--- config.mk ---
export PLATFORM = sky130hd
export DESIGN_NAME = base32_stream_decoder
export DESIGN_NICKNAME = d
export VERILOG_FILES = /design/src/hdl/b32d_pkg.sv /design/src/hdl/b32d_sym_map.sv /design/src/hdl/b32d_core.sv /design/src/hdl/base32_stream_decoder.sv
export SDC_FILE = /design/constraint.sdc
export NUM_CORES = 1
export LEC_CHECK = 0
export CAP_MARGIN = 20
export CORE_MARGIN = 10
export CORE_UTILIZATION = 60
export CTS_BUF_LIST = sky130_fd_sc_hd__clkbuf_8
export DETAILED_ROUTE_END_ITERATION = 16
export DONT_BUFFER_PORTS = 1
export GPL_ROUTABILITY_DRIVEN = 1
export PLACE_DENSITY = 0.86
export SETUP_SLACK_MARGIN = 0.15
export SLEW_MARGIN = 40
export SYNTH_ARGS = -nofsm -noshare
export SYNTH_HDL_FRONTEND = slang
export SYNTH_HIERARCHICAL = 1
export SYNTH_SLANG_ARGS = --single-unit
--- constraint.sdc ---
create_clock -name clock -period 8.2 [get_ports clock]
set_clock_uncertainty 0.1 [all_clocks]
set_input_delay 1.64 -clock clock [delete_from_list [all_inputs] [get_ports clock]]
set_output_delay 1.64 -clock clock [all_outputs]
set_load 0.005 [all_outputs]
--- src/hdl/b32d_pkg.sv ---
// Shared types, character constants and status codes for the base32 stream decoder.
package b32d_pkg;

   localparam logic [7:0] CHAR_DIGIT_LO = 8'h32;
   localparam logic [7:0] CHAR_DIGIT_HI = 8'h37;
   localparam logic [7:0] CHAR_ZERO     = 8'h30;
   localparam logic [7:0] CHAR_UPPER_LO = 8'h41;
   localparam logic [7:0] CHAR_UPPER_HI = 8'h5A;
   localparam logic [7:0] CHAR_PAD      = 8'h3D;
   localparam logic [7:0] DIGIT_OFFSET  = 8'd24;

   localparam logic [1:0] STATUS_OK        = 2'd0;
   localparam logic [1:0] STATUS_BAD_CHAR  = 2'd1;
   localparam logic [1:0] STATUS_BAD_LEN   = 2'd2;
   localparam logic [1:0] STATUS_BAD_PAD   = 2'd3;

   localparam logic [3:0] PAD_COUNT_MAX = 4'd15;

   typedef struct packed {
      logic [7:0] char_in;
      logic       end_of_stream;
   } req_type;

   typedef struct packed {
      logic [7:0] byte_out;
      logic       byte_valid;
      logic       stream_done;
      logic [1:0] status;
   } rsp_type;

   typedef struct packed {
      logic       is_data;
      logic       is_pad;
      logic [4:0] value;
   } sym_info_type;

   typedef struct packed {
      logic    present;
      rsp_type beat;
   } step_result_type;

endpackage

--- src/hdl/b32d_sym_map.sv ---
// Maps one ASCII character to its base32 symbol value and class.
module b32d_sym_map (
   input  logic [7:0]            char_in,
   output b32d_pkg::sym_info_type info
);

   logic is_digit;
   logic is_upper;
   logic [7:0] digit_val;
   logic [7:0] upper_val;

   assign is_digit  = (char_in >= b32d_pkg::CHAR_DIGIT_LO) && (char_in <= b32d_pkg::CHAR_DIGIT_HI);
   assign is_upper  = (char_in >= b32d_pkg::CHAR_UPPER_LO) && (char_in <= b32d_pkg::CHAR_UPPER_HI);
   assign digit_val = char_in - b32d_pkg::CHAR_ZERO + b32d_pkg::DIGIT_OFFSET;
   assign upper_val = char_in - b32d_pkg::CHAR_UPPER_LO;

   always_comb begin
      info.is_data = is_digit || is_upper;
      info.is_pad  = (char_in == b32d_pkg::CHAR_PAD);
      info.value   = is_digit ? digit_val[4:0] : upper_val[4:0];
   end

endmodule

--- src/hdl/b32d_core.sv ---
// Stream state of the decoder and the per-character update that forms each result.
module b32d_core (
   input  logic                      clock,
   input  logic                      reset,
   input  logic                      step,
   input  b32d_pkg::req_type         item,
   output b32d_pkg::step_result_type result
);

   b32d_pkg::sym_info_type sym;

   logic [11:0] buf_ff, buf_in;
   logic [3:0]  cnt_ff, cnt_in;
   logic [2:0]  grp_ff, grp_in;
   logic [3:0]  pad_ff, pad_in;
   logic [1:0]  err_ff, err_in;

   logic [11:0] buf_shift;
   logic [3:0]  cnt_sum;
   logic [3:0]  rem;
   logic [11:0] byte_wide;
   logic [7:0]  byte_val;
   logic        have_byte;
   logic        pad_ok;
   logic [1:0]  status;

   b32d_sym_map u_sym_map (
      .char_in (item.char_in),
      .info    (sym)
   );

   always_comb begin
      buf_in    = buf_ff;
      cnt_in    = cnt_ff;
      grp_in    = grp_ff + 3'd1;
      pad_in    = pad_ff;
      err_in    = err_ff;
      buf_shift = {buf_ff[6:0], sym.value};
      cnt_sum   = cnt_ff + 4'd5;
      rem       = cnt_sum - 4'd8;
      byte_wide = buf_shift >> rem;
      byte_val  = 8'd0;
      have_byte = 1'b0;
      if (sym.is_pad) begin
         if (pad_ff != b32d_pkg::PAD_COUNT_MAX) begin
            pad_in = pad_ff + 4'd1;
         end
         buf_in = 12'd0;
         cnt_in = 4'd0;
      end else if (!sym.is_data || (pad_ff != 4'd0)) begin
         if (err_ff == b32d_pkg::STATUS_OK) begin
            err_in = b32d_pkg::STATUS_BAD_CHAR;
         end
      end else if (cnt_sum >= 4'd8) begin
         cnt_in    = rem;
         byte_val  = byte_wide[7:0];
         buf_in    = buf_shift & ((12'd1 << rem) - 12'd1);
         have_byte = (err_ff == b32d_pkg::STATUS_OK);
      end else begin
         cnt_in = cnt_sum;
         buf_in = buf_shift;
      end

      pad_ok = (pad_in == 4'd0) || (pad_in == 4'd1) || (pad_in == 4'd3) ||
               (pad_in == 4'd4) || (pad_in == 4'd6);
      if (grp_in != 3'd0) begin
         status = b32d_pkg::STATUS_BAD_LEN;
      end else if (!pad_ok) begin
         status = b32d_pkg::STATUS_BAD_PAD;
      end else begin
         status = err_in;
      end

      result = '0;
      if (item.end_of_stream) begin
         result.present          = 1'b1;
         result.beat.stream_done = 1'b1;
         result.beat.status      = status;
         result.beat.byte_valid  = have_byte && (status == b32d_pkg::STATUS_OK);
         result.beat.byte_out    = result.beat.byte_valid ? byte_val : 8'd0;
         buf_in = 12'd0;
         cnt_in = 4'd0;
         grp_in = 3'd0;
         pad_in = 4'd0;
         err_in = b32d_pkg::STATUS_OK;
      end else if (have_byte) begin
         result.present         = 1'b1;
         result.beat.byte_valid = 1'b1;
         result.beat.byte_out   = byte_val;
      end
   end

   always_ff @(posedge clock) begin
      if (reset) begin
         buf_ff <= 12'd0;
         cnt_ff <= 4'd0;
         grp_ff <= 3'd0;
         pad_ff <= 4'd0;
         err_ff <= b32d_pkg::STATUS_OK;
      end else if (step) begin
         buf_ff <= buf_in;
         cnt_ff <= cnt_in;
         grp_ff <= grp_in;
         pad_ff <= pad_in;
         err_ff <= err_in;
      end
   end

endmodule

--- src/hdl/base32_stream_decoder.sv ---
// Top level of the base32 stream decoder with its input and result registers.
//
// The request channel takes one ASCII character per beat together with an
// end-of-stream flag. The response channel returns a decoded byte whenever
// eight data bits have gathered, and one final beat for the end-of-stream
// character that carries the stream status (ok, bad character, bad length or
// bad padding count) and, when the status is ok, any byte completed by it.
// Characters that complete no byte and do not end the stream return nothing.
// An accepted request beat passes the input register and then the result
// register. One character is accepted every cycle while nothing stalls; the
// rate is set by the single decode step between the two registers.
// Reset clears all stream state and empties both registers. When the
// receiver stalls, the result beat holds, and the request side stalls as
// soon as a character waits in the input register behind it.
// After the end-of-stream beat the state is cleared for the next stream.
module base32_stream_decoder (
   input  logic              clock,
   input  logic              reset,
   input  logic              req_valid,
   output logic              req_stall,
   input  b32d_pkg::req_type req_data,
   output logic              rsp_valid,
   input  logic              rsp_stall,
   output b32d_pkg::rsp_type rsp_data
);

   logic                      in_valid_ff;
   b32d_pkg::req_type         in_data_ff;
   logic                      out_valid_ff, out_valid_in;
   b32d_pkg::rsp_type         out_data_ff;
   logic                      out_free;
   logic                      step;
   b32d_pkg::step_result_type result;

   assign out_free  = !out_valid_ff || !rsp_stall;
   assign step      = in_valid_ff && out_free;
   assign req_stall = in_valid_ff && !out_free;

   b32d_core u_core (
      .clock  (clock),
      .reset  (reset),
      .step   (step),
      .item   (in_data_ff),
      .result (result)
   );

   always_comb begin
      out_valid_in = out_valid_ff;
      if (out_free) begin
         out_valid_in = step && result.present;
      end
   end

   always_ff @(posedge clock) begin
      if (reset) begin
         in_valid_ff  <= 1'b0;
         out_valid_ff <= 1'b0;
      end else begin
         if (!req_stall) begin
            in_valid_ff <= req_valid;
         end
         out_valid_ff <= out_valid_in;
      end
   end

   always_ff @(posedge clock) begin
      if (req_valid && !req_stall) begin
         in_data_ff <= req_data;
      end
      if (step && result.present) begin
         out_data_ff <= result.beat;
      end
   end

   assign rsp_valid = out_valid_ff;
   assign rsp_data  = out_data_ff;

endmodule

; Yosys cells after proc, flatten, opt, wreduce, memory -nomap -nowiden
; Index checks and enable logic that the tools add are counted.
[totals]
wordCells = 90
reg_bits = 43
out_inout_bits = 14
[op_classes]
n_reduce_logical = 25
bitwise_logic = 1
shifts = 2
n_addsub = 8
muxes = 29
magnitude_cmp = 5
eq_ne = 7
[ops]
columns = operator, count
row1 = 2-to-1 mux 8 bit, 4
row2 = 2-to-1 mux 4 bit, 7
row3 = 2-to-1 mux 7 bit, 4
row4 = 2-to-1 mux 10 bit, 2
row5 = 2-to-1 mux 2 bit, 6
row6 = >> shifter 12 x 4 -> 8 bit, 1
row7 = "== test 4 x 3 -> 1 bit, second input constant", 2
row8 = "== test 8 x 6 -> 1 bit, second input constant", 1
row9 = "greater-or-equal comparator 8 x 6 -> 1 bit, second input constant", 1
row10 = "greater-or-equal comparator 8 x 7 -> 1 bit, second input constant", 1
row11 = "less-or-equal comparator 8 x 6 -> 1 bit, second input constant", 1
row12 = "less-or-equal comparator 8 x 7 -> 1 bit, second input constant", 1
row13 = bitwise AND 7 bit, 1
row14 = logical AND 1 bit, 7
row15 = logical OR 1 bit, 7
row16 = "<< shifter 1 x 4 -> 7 bit, first input constant", 1
row17 = "subtractor 7 x 1 -> 7 bit, second input constant", 1
row18 = 2-to-1 mux 3 bit, 2
row19 = "adder 5 bit, second input constant", 1
row20 = logical NOT 1 bit, 5
row21 = 2-to-1 mux 5 bit, 1
row22 = "subtractor 5 x 1 -> 5 bit, second input constant", 1
row23 = "subtractor 5 bit, second input constant", 1
row24 = "adder 4 x 1 -> 4 bit, second input constant", 1
row25 = other kinds (14), 17

; Logic depth before layout (Yosys ltp)
[depth]
depth_word = 15
mapped_depth = 12
ltp_nobuf = 11

; Modules after synthesis
; The synthesis kept the hierarchy.
[modules_own_cells]
columns = mod, area_each_um2, n_inst, cells_each, seq_area_each_um2
row1 = b32d_core, 1740.4, 1, 222, 400.4
row2 = base32_stream_decoder, 724.4, 1, 33, 670.6
row3 = b32d_sym_map, 224.0, 1, 32, 0.0

; Worst setup path before layout
; No wires, ideal clock.
[synth_path]
path_kind = input port to output port
from = input port rsp_stall
to = output port req_stall
path_stages = 2
path_buffers = 0
t_required_ns = 6.460
t_arrival_ns = 1.795
setup_slack_ns = 4.665
cell_sequence = nand3_2 > inv_1
[synth_between]
elab_chain_cells = 4
[synth_lines]
columns = element, line
row1 = "start, declared", base32_stream_decoder.sv:23  ; input logic rsp_stall,
row2 = logical NOT 1 bit, base32_stream_decoder.sv:35  ; assign out_free = !out_valid_ff || !rsp_stall;
row3 = logical OR 1 bit, base32_stream_decoder.sv:35
row4 = logical NOT 1 bit, base32_stream_decoder.sv:37  ; assign req_stall = in_valid_ff && !out_free;
row5 = logical AND 1 bit, base32_stream_decoder.sv:37
row6 = "end, declared", base32_stream_decoder.sv:20  ; output logic req_stall,
; No other way between the ends.

; Final worst setup path
; Ends and elaborated chain as after synthesis.

==> impl_results.md <==
* Final setup fails at 0
* Crit Path Category: in -> out
* Count leader, synth: nor2_1
* Top cell type's share of synthesized area at 0.2345
* Kind of cell adding the most delay to the critical path: buffers and inverters
* Number of synthesized flops with an enable pin at 21
* Die height at 86.95 um
* Remaining DRCs at 0
* Final period utilization at 0.4343
* Max Cap Viol at 0
* Worst hold path class: reg -> reg
* Die Area at 0.007559 mm2
* Routed len/inst at 16.26 um
* Post-synthesis mux area share at 0.09679
* Post-Syn Nets at 314
* Post-CTS setup buffers at 0
* Worst IR Drop VDD at 103.9 uV
* Yosys top cell by area: edfxtp_1
* Yosys reg bits at 43
* Mapped cell area at 0.002689 mm2
* Crit path DAT at 1.82 ns
* Final instance area at 0.002783 mm2
* Fmax at 0.2808 GHz
* Final setup margin at 4.638 ns
* Number of port buffers at 0
* CP Buf/Inv Count at 1
* Initial antenna violation count at 0
* Relative slew margins at 0.4970
* Vias in the first global route at 1888
* Largest family of logic cells by synthesized area: simple AND/OR/NAND/NOR gates
* Sequential element share of the synthesized area at 0.3983
* Power Density at 146.2 mW/mm2
* Core ar. at 0.004354 mm2
* Worst slack, placed at 4.634 ns
* Worst Setup End Kind: output pin
* Clk buf depth at 2
* RSZ-0062 raised after global routing: false
* CTS Buf Count at 5
* Hold Fails Final Rpt at 0
* Final Net Count at 306
* Slew Limit Fails at 0
* CP required at 6.46 ns
* Post-synth ARST share at 0
* Detailed Routing Iterations Pass 1 at 5
* CP peak stage delay at 0.11 ns
* Chip width at 86.95 um
* Hold_ws at 0.3929 ns
* Detailed Place HPWL at 4.016 mm
* CP max stage cell: inv_1
* Hold-fix buffers, CTS at 0
* Root Buffer: clkbuf_8
* TritonCTS clock tree: built
* Synth cell types at 58
* Site Rows at 24
* Syn Inst Count at 287
* Top cells by instance count after synthesis: nor2_1, a21oi_1, dfxtp_1
* Total GRT Usage at 0.1439
* Post-synthesis compound-gate area fraction at 0.1671
* Htree depth at 2
* Status: finished, final reports clean
* Total Power at 0.4067 mW
* Post-Synth XOR/XNOR Area at 0.02280
* Vias per cell at 6.322
* CTS resizes at 0
* DRT Wirelength at 5.399 mm
* Share of cells above drive strength 1 at 0.1000
* Synth Flop Type: dfxtp_1
* P_leak at 0.9683 nW
* Crit Path Max Fanout at 3
* GPL Wtd Cong at 0.9019
* Inserted Diodes at 0
* Worst setup SP type: input port
* First-pass GRT wire length at 8.811 mm
* DR iter-0 viols at 191
* Detail Route Antenna Nets at 0
* Io pins at 27
* Worst-Skew Late Latency at 0.30 ns
* Crit-path cells: nand3_2, inv_1
* Fin crit period at 3.562 ns
* Synth area leaders: edfxtp_1, dfxtp_1, ha_1, mux4_2, nor2_1
* Layout area overhead at 3.490%
* Largest net degree at the start of global routing at 23
* Worst-Margin Slew at 0.7538 ns
* Synth Area in Adders at 0.06515
* Vias at 2099
* Clk slew on worst S/H paths at 0.07 ns
* Synth Area in Simple Gates at 0.1996
* Aggregate global routing overflow at 0
* Mean Syn Cell Area at 9.369 um2
* Initial Utilization at 0.6175
* Syn. warnings at 6
* Setup tns final at 0 ns
* Dpl cell area at 0.002694 mm2
* CTS Sinks at 43
-- layout make-up --
| cell class | instances | area [um2] |
|---|---|---|
| Tap cell | 52 | 65.06 |
| Inverter | 17 | 63.81 |
| Clock inverter | 3 | 16.27 |
| Fill cell | 329 | 1572 |
| Clock buffer | 5 | 68.82 |
| Sequential cell | 43 | 1072 |
| Multi-Input combinational cell | 212 | 1496 |
-- layer usage --
metal  wire length, um  share of wire  track usage  vias up
met1              2412           0.45       0.1736     1020
met2              2666           0.49       0.2385       48
met5                 0              0            0        -
li1                  -              -            -     1023
met4                71          0.013      0.05302        0
met3               249          0.046      0.03839        8
-- per-stage QoR --
step	utilization	instances
floorplan	-	287
global placement	0.6161	324
detailed placement	0.6187	324
CTS	0.6382	332
global route	0.6391	332
finish	0.6391	332
-- cell usage in the layout, fill, tap and decap left out, types with 3 or more instances in the layout --
master / n
a211oi_1: 6
a21oi_1: 27
a31oi_1: 3
a32oi_1: 3
and2_1: 3
clkbuf_8: 5
dfxtp_1: 21
edfxtp_1: 21
ha_1: 14
inv_1: 18
mux2i_1: 8
mux4_2: 7
nand2_1: 20
nand2b_1: 3
nand3_1: 3
nor2_1: 37
nor3_1: 14
nor3b_1: 4
o21ai_0: 10
xnor2_1: 5
-- logic make-up (layout without fill, tap and decap cells) --
family          count (synthesis)  in the layout
fa+ha+maj                      14             14
flops                          43             43
compound gates                 70             70
simple gates                  104            104
buf+inv                        32             25
xor+xnor                        7              7
mux                            17             17
-- where the power goes --
part | switching, mW | internal (mW)
combinational | 0.0216 | 0.0159
sequential | 0.00834 | 0.231
clock | 0.0714 | 0.0582
total | 0.101 | 0.305
-- worst register-to-register path, stage by stage, from the launching register on --
cell	delay, ns
edfxtp_1	0.40
or3b_4	0.44
nor4b_4	0.41
a41o_2	0.18
nand3_1	0.14
nand4bb_1	0.36
nand2_1	0.14
nand2_1	0.09
a21oi_2	0.49
-- registers in the layout, summed over array words and instances, names as in the netlist --
signal / cells
in_data_ff: 9
in_valid_ff: 1
rsp_data: 12
rsp_valid: 1
u_core/buf_ff: 7
u_core/cnt_ff: 4
u_core/err_ff: 2
u_core/grp_ff: 3
u_core/pad_ff: 4
-- final timing paths --
check                           cells after the start  slack (ns)              from               end
worst min-delay path                                2        0.39  u_core/buf_ff[5]  u_core/buf_ff[5]
worst min register to register                      2        0.39  u_core/buf_ff[5]  u_core/buf_ff[5]
worst max-delay path                                2        4.64         rsp_stall         req_stall
worst max register to register                      8        5.08     in_data_ff[8]      rsp_data[11]
No activity file was read; power rests on OpenSTA's default activity.
